$ cat src/cdr_pkg.sv
`default_nettype none
// ----------------------------------------------------------------------------
// cdr_pkg
// Shared types, request codes and controller/datapath handshake structs for
// the character display difference-refresh block.
// ----------------------------------------------------------------------------
package cdr_pkg;

	localparam int DEF_COLUMNS = 16;
	localparam int DEF_ROWS    = 2;

	localparam logic [7:0] SPACE_CHAR = 8'h20;

	// request codes
	localparam logic [2:0] REQ_PUT_POS   = 3'd0;
	localparam logic [2:0] REQ_PUT_CUR   = 3'd1;
	localparam logic [2:0] REQ_SET_CUR   = 3'd2;
	localparam logic [2:0] REQ_CLR_SPAN  = 3'd3;
	localparam logic [2:0] REQ_CLR_ALL   = 3'd4;
	localparam logic [2:0] REQ_REFRESH   = 3'd5;

	typedef struct packed {
		logic [2:0] req_type;
		logic [3:0] col;
		logic       row;
		logic [7:0] char_code;
		logic [4:0] span_len;
	} req_t;

	typedef struct packed {
		logic       found;
		logic [3:0] out_col;
		logic       out_row;
		logic [7:0] out_char;
	} rsp_t;

	// controller to datapath
	typedef struct packed {
		logic accept;      // latch the incoming request
		logic init_step;   // reset clearing pass, one cell
		logic put_pos;     // write at given position, move cursor
		logic put_cur;     // write at cursor, advance cursor
		logic set_cur;     // move cursor
		logic span_start;  // set up a span clear
		logic all_start;   // set up a full clear
		logic fill_step;   // write one space, advance
		logic scan_start;  // set up a refresh scan
		logic scan_step;   // issue/compare one cell
		logic emit;        // move the result into the output register
	} cmd_t;

	// datapath to controller
	typedef struct packed {
		logic [2:0] req_type;
		logic       idx_last;
		logic       span_empty;
		logic       fill_last;
		logic       scan_end;
		logic       out_free;
	} sts_t;

endpackage
`default_nettype wire

$ cat src/char_display_diff_refresh.sv
`default_nettype none
// ----------------------------------------------------------------------------
// char_display_diff_refresh
// Wanted/shown character grids with a cursor; a refresh tick reports the
// first cell, in row-major order, whose wanted character has not been shown.
// ----------------------------------------------------------------------------
//
//  channel | signals                      | beat carries
//  --------+------------------------------+-----------------------------------
//  req     | req_valid, req_ready, req    | one request (req_t)
//  rsp     | rsp_valid, rsp_ready, rsp    | one refresh result (rsp_t)
//
//  Sweeps: clear span fills the span length clipped at the line end, clear
//  all fills the whole grid, and a refresh stops at the first differing
//  cell; the refresh walks the grid one cell a cycle over the grid memory
//  read port.
//  Reset: a clearing pass over every cell loads spaces into the wanted
//  grid and zeros into the shown grid; req_ready stays low meanwhile.
//  Stalls: a pending rsp beat does not block requests; only the hand-off of
//  the next refresh result waits for the output register to free up.
//
module char_display_diff_refresh import cdr_pkg::*; #(
	parameter int COLUMNS = DEF_COLUMNS,
	parameter int ROWS    = DEF_ROWS
) (
	input  wire  logic clk,
	input  wire  logic arst_n,
	input  wire  logic req_valid,
	output logic       req_ready,
	input  wire  req_t req,
	output logic       rsp_valid,
	input  wire  logic rsp_ready,
	output rsp_t       rsp
);

	cmd_t cmd;
	sts_t sts;

	// sequencer: decode, sweep and scan control
	cdr_ctrl u_ctrl (
		.clk       (clk),
		.arst_n    (arst_n),
		.req_valid (req_valid),
		.req_ready (req_ready),
		.sts       (sts),
		.cmd       (cmd)
	);

	// grids, cursor, counters and output register
	cdr_dpath #(
		.COLUMNS (COLUMNS),
		.ROWS    (ROWS)
	) u_dpath (
		.clk       (clk),
		.arst_n    (arst_n),
		.cmd       (cmd),
		.req       (req),
		.rsp_ready (rsp_ready),
		.rsp_valid (rsp_valid),
		.rsp       (rsp),
		.sts       (sts)
	);

endmodule
`default_nettype wire

$ cat src/cdr_ctrl.sv
`default_nettype none
// ----------------------------------------------------------------------------
// cdr_ctrl
// Sequencer: reset clearing pass, request decode, fill sweeps, refresh scan
// and result hand-off.
// ----------------------------------------------------------------------------
module cdr_ctrl import cdr_pkg::*; (
	input  wire  logic clk,
	input  wire  logic arst_n,
	input  wire  logic req_valid,
	output logic       req_ready,
	input  wire  sts_t sts,
	output cmd_t       cmd
);

	localparam logic [2:0] ST_INIT = 3'd0;
	localparam logic [2:0] ST_IDLE = 3'd1;
	localparam logic [2:0] ST_EXEC = 3'd2;
	localparam logic [2:0] ST_FILL = 3'd3;
	localparam logic [2:0] ST_SCAN = 3'd4;
	localparam logic [2:0] ST_EMIT = 3'd5;

	logic [2:0] state_q;
	logic [2:0] state_d;

	assign req_ready = (state_q == ST_IDLE);

	always_comb begin
		cmd     = '0;
		state_d = state_q;
		unique case (state_q)
			ST_INIT: begin
				cmd.init_step = 1'b1;
				if (sts.idx_last) state_d = ST_IDLE;
			end
			ST_IDLE: begin
				if (req_valid) begin
					cmd.accept = 1'b1;
					state_d    = ST_EXEC;
				end
			end
			ST_EXEC: begin
				state_d = ST_IDLE;
				unique case (sts.req_type)
					REQ_PUT_POS: cmd.put_pos = 1'b1;
					REQ_PUT_CUR: cmd.put_cur = 1'b1;
					REQ_SET_CUR: cmd.set_cur = 1'b1;
					REQ_CLR_SPAN: begin
						cmd.span_start = 1'b1;
						if (!sts.span_empty) state_d = ST_FILL;
					end
					REQ_CLR_ALL: begin
						cmd.all_start = 1'b1;
						state_d       = ST_FILL;
					end
					REQ_REFRESH: begin
						cmd.scan_start = 1'b1;
						state_d        = ST_SCAN;
					end
					default: state_d = ST_IDLE;
				endcase
			end
			ST_FILL: begin
				cmd.fill_step = 1'b1;
				if (sts.fill_last) state_d = ST_IDLE;
			end
			ST_SCAN: begin
				cmd.scan_step = 1'b1;
				if (sts.scan_end) state_d = ST_EMIT;
			end
			ST_EMIT: begin
				if (sts.out_free) begin
					cmd.emit = 1'b1;
					state_d  = ST_IDLE;
				end
			end
			default: state_d = ST_IDLE;
		endcase
	end

	always_ff @(posedge clk or negedge arst_n) begin
		if (!arst_n) state_q <= ST_INIT;
		else         state_q <= state_d;
	end

endmodule
`default_nettype wire

$ cat src/cdr_dpath.sv
`default_nettype none
// ----------------------------------------------------------------------------
// cdr_dpath
// Grid memories, cursor, sweep counters, scan pipeline and output register.
// ----------------------------------------------------------------------------
module cdr_dpath import cdr_pkg::*; #(
	parameter int COLUMNS = DEF_COLUMNS,
	parameter int ROWS    = DEF_ROWS
) (
	input  wire  logic clk,
	input  wire  logic arst_n,
	input  wire  cmd_t cmd,
	input  wire  req_t req,
	input  wire  logic rsp_ready,
	output logic       rsp_valid,
	output rsp_t       rsp,
	output sts_t       sts
);

	localparam int CELLS = COLUMNS * ROWS;
	localparam int CW    = $clog2(COLUMNS);
	localparam int RW    = (ROWS > 1) ? $clog2(ROWS) : 1;
	localparam int CIW   = $clog2(CELLS);
	localparam int FLW   = $clog2(CELLS + 1);

	logic [7:0] wanted_mem [CELLS];
	logic [7:0] shown_mem  [CELLS];

	// latched request
	logic [2:0]   req_q;
	logic [CW-1:0] c_q;
	logic [RW-1:0] r_q;
	logic [7:0]   ch_q;
	logic [4:0]   len_q;

	logic [CW-1:0] cur_col_q;
	logic [RW-1:0] cur_row_q;

	logic [CIW-1:0] idx_q;
	logic [FLW-1:0] left_q;
	logic [CW-1:0]  scol_q;
	logic [RW-1:0]  srow_q;
	logic           issued_all_q;

	logic           v_s1;
	logic           last_s1;
	logic [CIW-1:0] idx_s1;
	logic [CW-1:0]  col_s1;
	logic [RW-1:0]  row_s1;
	logic [7:0]     wrd_s1;
	logic [7:0]     srd_s1;

	rsp_t res_q;
	rsp_t rsp_q;
	logic rsp_valid_q;

	// clamp of incoming position
	logic [31:0]   col_ext, row_ext;
	logic [CW-1:0] c_cl;
	logic [RW-1:0] r_cl;

	assign col_ext = 32'(req.col);
	assign row_ext = 32'(req.row);
	assign c_cl = (col_ext > 32'(COLUMNS - 1)) ? CW'(COLUMNS - 1) : CW'(col_ext);
	assign r_cl = (row_ext > 32'(ROWS - 1))    ? RW'(ROWS - 1)    : RW'(row_ext);

	// cell addresses
	logic [CIW-1:0] pos_addr, cur_addr;
	assign pos_addr = CIW'(32'(r_q) * COLUMNS + 32'(c_q));
	assign cur_addr = CIW'(32'(cur_row_q) * COLUMNS + 32'(cur_col_q));

	// span length clipped at the line end
	logic [31:0] room, len32, span_cnt;
	assign room     = 32'(COLUMNS) - 32'(c_q);
	assign len32    = 32'(len_q);
	assign span_cnt = (len32 < room) ? len32 : room;

	// scan compare
	logic hit, end_miss, issue;
	assign hit      = v_s1 && (wrd_s1 != srd_s1);
	assign end_miss = v_s1 && last_s1 && !hit;
	assign issue    = cmd.scan_step && !issued_all_q && !hit;

	// wanted grid write port
	logic           w_we;
	logic [CIW-1:0] w_addr;
	logic [7:0]     w_data;

	always_comb begin
		w_we   = 1'b1;
		w_addr = idx_q;
		w_data = SPACE_CHAR;
		priority if (cmd.put_pos) begin
			w_addr = pos_addr;
			w_data = ch_q;
		end else if (cmd.put_cur) begin
			w_addr = cur_addr;
			w_data = ch_q;
		end else if (cmd.init_step || cmd.fill_step) begin
			w_addr = idx_q;
		end else begin
			w_we = 1'b0;
		end
	end

	// shown grid write port
	logic           s_we;
	logic [CIW-1:0] s_addr;
	logic [7:0]     s_data;

	always_comb begin
		s_we   = cmd.init_step || (cmd.scan_step && hit);
		s_addr = cmd.init_step ? idx_q : idx_s1;
		s_data = cmd.init_step ? 8'h00 : wrd_s1;
	end

	always_ff @(posedge clk) begin
		if (w_we)  wanted_mem[w_addr] <= w_data;
		if (issue) wrd_s1 <= wanted_mem[idx_q];
	end

	always_ff @(posedge clk) begin
		if (s_we)  shown_mem[s_addr] <= s_data;
		if (issue) srd_s1 <= shown_mem[idx_q];
	end

	// request latch and scan stage payload
	always_ff @(posedge clk) begin
		if (cmd.accept) begin
			req_q <= req.req_type;
			c_q   <= c_cl;
			r_q   <= r_cl;
			ch_q  <= req.char_code;
			len_q <= req.span_len;
		end
		if (issue) begin
			idx_s1  <= idx_q;
			col_s1  <= scol_q;
			row_s1  <= srow_q;
			last_s1 <= (idx_q == CIW'(CELLS - 1));
		end
		if (cmd.scan_step && hit) begin
			res_q.found    <= 1'b1;
			res_q.out_col  <= 4'({{4{1'b0}}, col_s1});
			res_q.out_row  <= row_s1[0];
			res_q.out_char <= wrd_s1;
		end else if (cmd.scan_step && end_miss) begin
			res_q <= '0;
		end
		if (cmd.emit) rsp_q <= res_q;
	end

	// control state: cursor, counters, valid flags
	always_ff @(posedge clk or negedge arst_n) begin
		if (!arst_n) begin
			cur_col_q    <= '0;
			cur_row_q    <= '0;
			idx_q        <= '0;
			left_q       <= '0;
			scol_q       <= '0;
			srow_q       <= '0;
			issued_all_q <= 1'b0;
			v_s1         <= 1'b0;
			rsp_valid_q  <= 1'b0;
		end else begin
			if (cmd.put_pos || cmd.set_cur || cmd.span_start) begin
				cur_col_q <= c_q;
				cur_row_q <= r_q;
			end else if (cmd.put_cur) begin
				if (cur_col_q != CW'(COLUMNS - 1)) cur_col_q <= cur_col_q + 1'b1;
			end else if (cmd.all_start) begin
				cur_col_q <= '0;
				cur_row_q <= '0;
			end

			if (cmd.init_step || cmd.fill_step) idx_q <= idx_q + 1'b1;
			if (cmd.fill_step) left_q <= left_q - 1'b1;

			if (cmd.span_start) begin
				idx_q  <= pos_addr;
				left_q <= FLW'(span_cnt);
			end
			if (cmd.all_start) begin
				idx_q  <= '0;
				left_q <= FLW'(CELLS);
			end

			if (cmd.scan_start) begin
				idx_q        <= '0;
				scol_q       <= '0;
				srow_q       <= '0;
				issued_all_q <= 1'b0;
				v_s1         <= 1'b0;
			end else if (cmd.scan_step) begin
				v_s1 <= issue;
				if (issue) begin
					idx_q <= idx_q + 1'b1;
					if (idx_q == CIW'(CELLS - 1)) issued_all_q <= 1'b1;
					if (scol_q == CW'(COLUMNS - 1)) begin
						scol_q <= '0;
						srow_q <= srow_q + 1'b1;
					end else begin
						scol_q <= scol_q + 1'b1;
					end
				end
			end

			if (cmd.emit)                rsp_valid_q <= 1'b1;
			else if (rsp_ready)          rsp_valid_q <= 1'b0;
		end
	end

	assign rsp_valid = rsp_valid_q;
	assign rsp       = rsp_q;

	assign sts.req_type   = req_q;
	assign sts.idx_last   = (idx_q == CIW'(CELLS - 1));
	assign sts.span_empty = (span_cnt == 32'd0);
	assign sts.fill_last  = (left_q == FLW'(1));
	assign sts.scan_end   = hit || end_miss;
	assign sts.out_free   = !rsp_valid_q || rsp_ready;

endmodule
`default_nettype wire
$ cat config.mk
export PLATFORM = sky130hd
export DESIGN_NAME = char_display_diff_refresh
export DESIGN_NICKNAME = d
export VERILOG_FILES = /design/src/cdr_pkg.sv /design/src/char_display_diff_refresh.sv /design/src/cdr_ctrl.sv /design/src/cdr_dpath.sv
export SDC_FILE = /design/constraint.sdc
export NUM_CORES = 1
export LEC_CHECK = 0
export BUFFER_PORTS_ARGS = -buffer_cell sky130_fd_sc_hd__buf_2
export CAP_MARGIN = 20
export CORE_ASPECT_RATIO = 1.2
export CORE_MARGIN = 10
export CORE_UTILIZATION = 32
export CTS_CLUSTER_SIZE = 25
export DETAILED_ROUTE_END_ITERATION = 7
export PLACE_DENSITY = 0.44
export SKIP_CTS_REPAIR_TIMING = 1
export SYNTH_ARGS = -nofsm -noshare
export SYNTH_HDL_FRONTEND = slang
export SYNTH_HIERARCHICAL = 1
export SYNTH_SLANG_ARGS = --single-unit
export TNS_END_PERCENT = 30
$ cat constraint.sdc
create_clock -name clk -period 7.2 [get_ports clk]
set_input_delay 1.8 -clock clk [delete_from_list [all_inputs] [get_ports clk]]
set_output_delay 1.8 -clock clk [all_outputs]
set_load 0.02 [all_outputs]
==> reports/results.ini <==
[yosys]
async_reset_ff_share_pct = 4.390
yosys_warnings = 6
synth_nets = 1251
yosys.area.top_type = edfxtp_1
yosys-top-cells-area = edfxtp_1 (72%), mux4_2 (15%), dfrtp_1 (2.7%), nor2_1 (1.4%), mux2_2 (0.92%)
ys_seq_area_share_pct = 74.57
syn_area_mm2 = 0.02457
synth_edf_count = 587
ys_top_cells_by_count = edfxtp_1 (587), mux4_2 (160), nor2_1 (89)
synth_cell_type_count = 62
ys_ff_latch = 615
synthCells = 1214
synth_top_area_share_pct = 71.74
synthFlopType = edfxtp_1
syn_area_per_cell_um2 = 20.24
yosysMostFrequentCell = edfxtp_1

[sta]
skew_ns = 0.02728
relSlewSlack_pct = 30.82
maxSlewViolCount = 0
setup_tns_ns = 0
period_share_pct = 57.14
period_minus_slack_ns = 4.114
finalHoldViolations = 0
max_freq_mhz = 243.1
worstMarginPinSlew_ns = 1.009
final-setup-viol-count = 0
rsz0062_at_grt = false

[placement]
gp_congestion = 0.7504
dp.cells = 2238
port_buffers = 40
hpwl_um = 36440

[worst_setup_path]
cpPeakStageDelay_ns = 0.75
path_cells = nor3b_1, and3_1, mux2_2, mux2i_1, nand3_1, nor2_1
end_kind = flip-flop
crit_type = reg2reg
critPathBufInv = 0
slowest_stage = mux2i_1
critical-path-top-delay-family = simple AND/OR/NAND/NOR gates
cp_max_fo = 14
start_kind = flip-flop
cp_data_arrival_time_ns = 4.38
required_ns = 7.47

[drt]
drc = 0
wirelength_um = 58520
ant_nets = 0
vias = 11678
wl_per_cell_um = 24.89
drt_iter0_drc = 867
first_pass_iters = 5
vias_per_cell = 4.967

[clock_tree]
cts_sinks = 615
cts_tree = built
numCtsBuffers = 60
cts_root_buffer = clkbuf_16
clock_latency_ns = 0.64
clockBufferDepth = 3
clk_pin_slew_ns = 0.06
htreeDepth = 2

[die]
die_h_um = 323.5
ioPinCount = 41
fp.dieW_um = 273.0
std_cell_rows = 111
initial_core_util_pct = 32.22
die_area_mm2 = 0.08831
core_mm2 = 0.07625

[global_route]
top_usage_layer = met2
gr-usage-met2_pct = 23.13
grt_pass1_vias = 12227
grt_max_degree = 60
grt_util_met1_pct = 16.98
antenna_found_initial = 1
grt_use_met3_pct = 2.055
overflow = 0
grt_util_all_layers_pct = 13.23
grt_pass1_wl_um = 86290

[final_layout]
seqCellArea_mm2 = 0.01833
multi_input_area_mm2 = 0.005983
nets = 1321
num-fill-cells = 6981
syn_to_final_growth_pct = 13.95
drive_gt1_share_pct = 27.31
final_cell_count_no_fill = 2351

[power_and_ir_drop]
ir_drop_mv = 0.1894
p_leak_nw = 9.082
power_density_mw_per_mm2 = 384.5

[min_path]
hp-class = reg2reg

[flow_run]
maxCapViolCount = 0

[run_status]
status = completed

[where the power goes]
group / switching [mW] / internal, mW / total [mW]
registers: 0.242 / 4.42 / 4.66
logic: 1.72 / 1.30 / 3.02
clock network: 1.37 / 1.72 / 3.08
[state kept, by name, summed over array words and instances, names as in the netlist, 5 cells and up]
name / cells
u_dpath/res_q: 14
u_dpath/idx_s1: 5
u_dpath/srd_s1: 8
u_dpath/wrd_s1: 8
u_dpath/shown_mem: 256
u_dpath/ch_q: 8
u_dpath/wanted_mem: 256
u_dpath/len_q: 5
u_dpath/rsp: 14
u_dpath/idx_q: 5
u_dpath/left_q: 6
[kinds of logic (layout without fill, tap and decap cells)]
group / count (synthesis) / after routing / synth area share, %
flip-flops: 615 / 615 / 74.57
buffers and inverters: 75 / 194 / 1.421
XOR/XNOR: 18 / 18 / 0.6416
AND/OR/NAND/NOR: 224 / 224 / 4.532
adder cells (fa/ha/maj): 12 / 12 / 0.6111
other: 0 / 1 / 0
multiplexers: 193 / 193 / 16.12
AO/OA/AOI/OAI: 77 / 77 / 2.103
[routing by layer]
metal / wire length [um] / up-vias
met2: 30200 / 252
met5: 0 / -
met3: 2364 / 68
met1: 24880 / 6256
li1: - / 5102
met4: 1069 / 0
[placed cells by master (no fill, tap or decap), drive strengths merged, types with 5 or more instances in the layout]
cell,count
nand2b,9
edfxtp,587
clkinvlp,8
ha,12
clkinv,24
a21oi,18
and3,18
nor3,9
nand3,10
xnor2,14
or3,5
mux2i,12
dfrtp,27
bufinv,5
mux4,160
o21ai,19
nand2,35
nor2,89
nand4,5
clkbuf,71
buf,67
nor2b,21
inv,19
mux2,21
[path summary, 6_finish.rpt]
path | depth (start not counted) | slack, ns | end | startpoint
worst min register to register | 0 | 0.42 | u_dpath/rsp[3] | u_dpath/res_q[3]
worst max register to register | 6 | 3.09 | u_dpath/wanted_mem[9][7] | u_ctrl/state_q[1]
worst min-delay path | 0 | 0.42 | u_dpath/rsp[3] | u_dpath/res_q[3]
worst max-delay path | 6 | 3.09 | u_dpath/wanted_mem[9][7] | u_ctrl/state_q[1]
min in group asynchronous | 1 | 1.22 | u_ctrl/state_q[2] | arst_n
max in group asynchronous | 1 | 5.48 | u_dpath/idx_q[1] | arst_n
[per-stage QoR]
| step | setup slack [ns] | hold slack [ns] | utilization (%) | cell area (um^2) | power [mW] |
|---|---|---|---|---|---|
| after floorplan | 4.182 | 0.4003 | - | 24570 | 6.726 |
| after global placement | 3.182 | 0.4089 | 34.17 | 26060 | 7.827 |
| after detailed placement | 3.070 | 0.4052 | 34.17 | 26060 | 7.843 |
| after CTS | 3.077 | 0.4210 | 36.68 | 27970 | 10.95 |
| after global routing | 2.802 | 0.4257 | 36.72 | 27990 | 11.28 |
| final | 3.086 | 0.4170 | 36.72 | 28000 | 10.76 |
[layout make-up]
class	instances	share of cell area, %
tap	1017	4.545
timing repair buffer	67	1.555
sequential	615	65.48
multi-input combinational	524	21.37
clock inverter	40	1.318
antenna	1	0.008938
inverter	16	0.2145
clock buffer	71	5.510
Note: power is estimated with default switching activity, not from simulation.
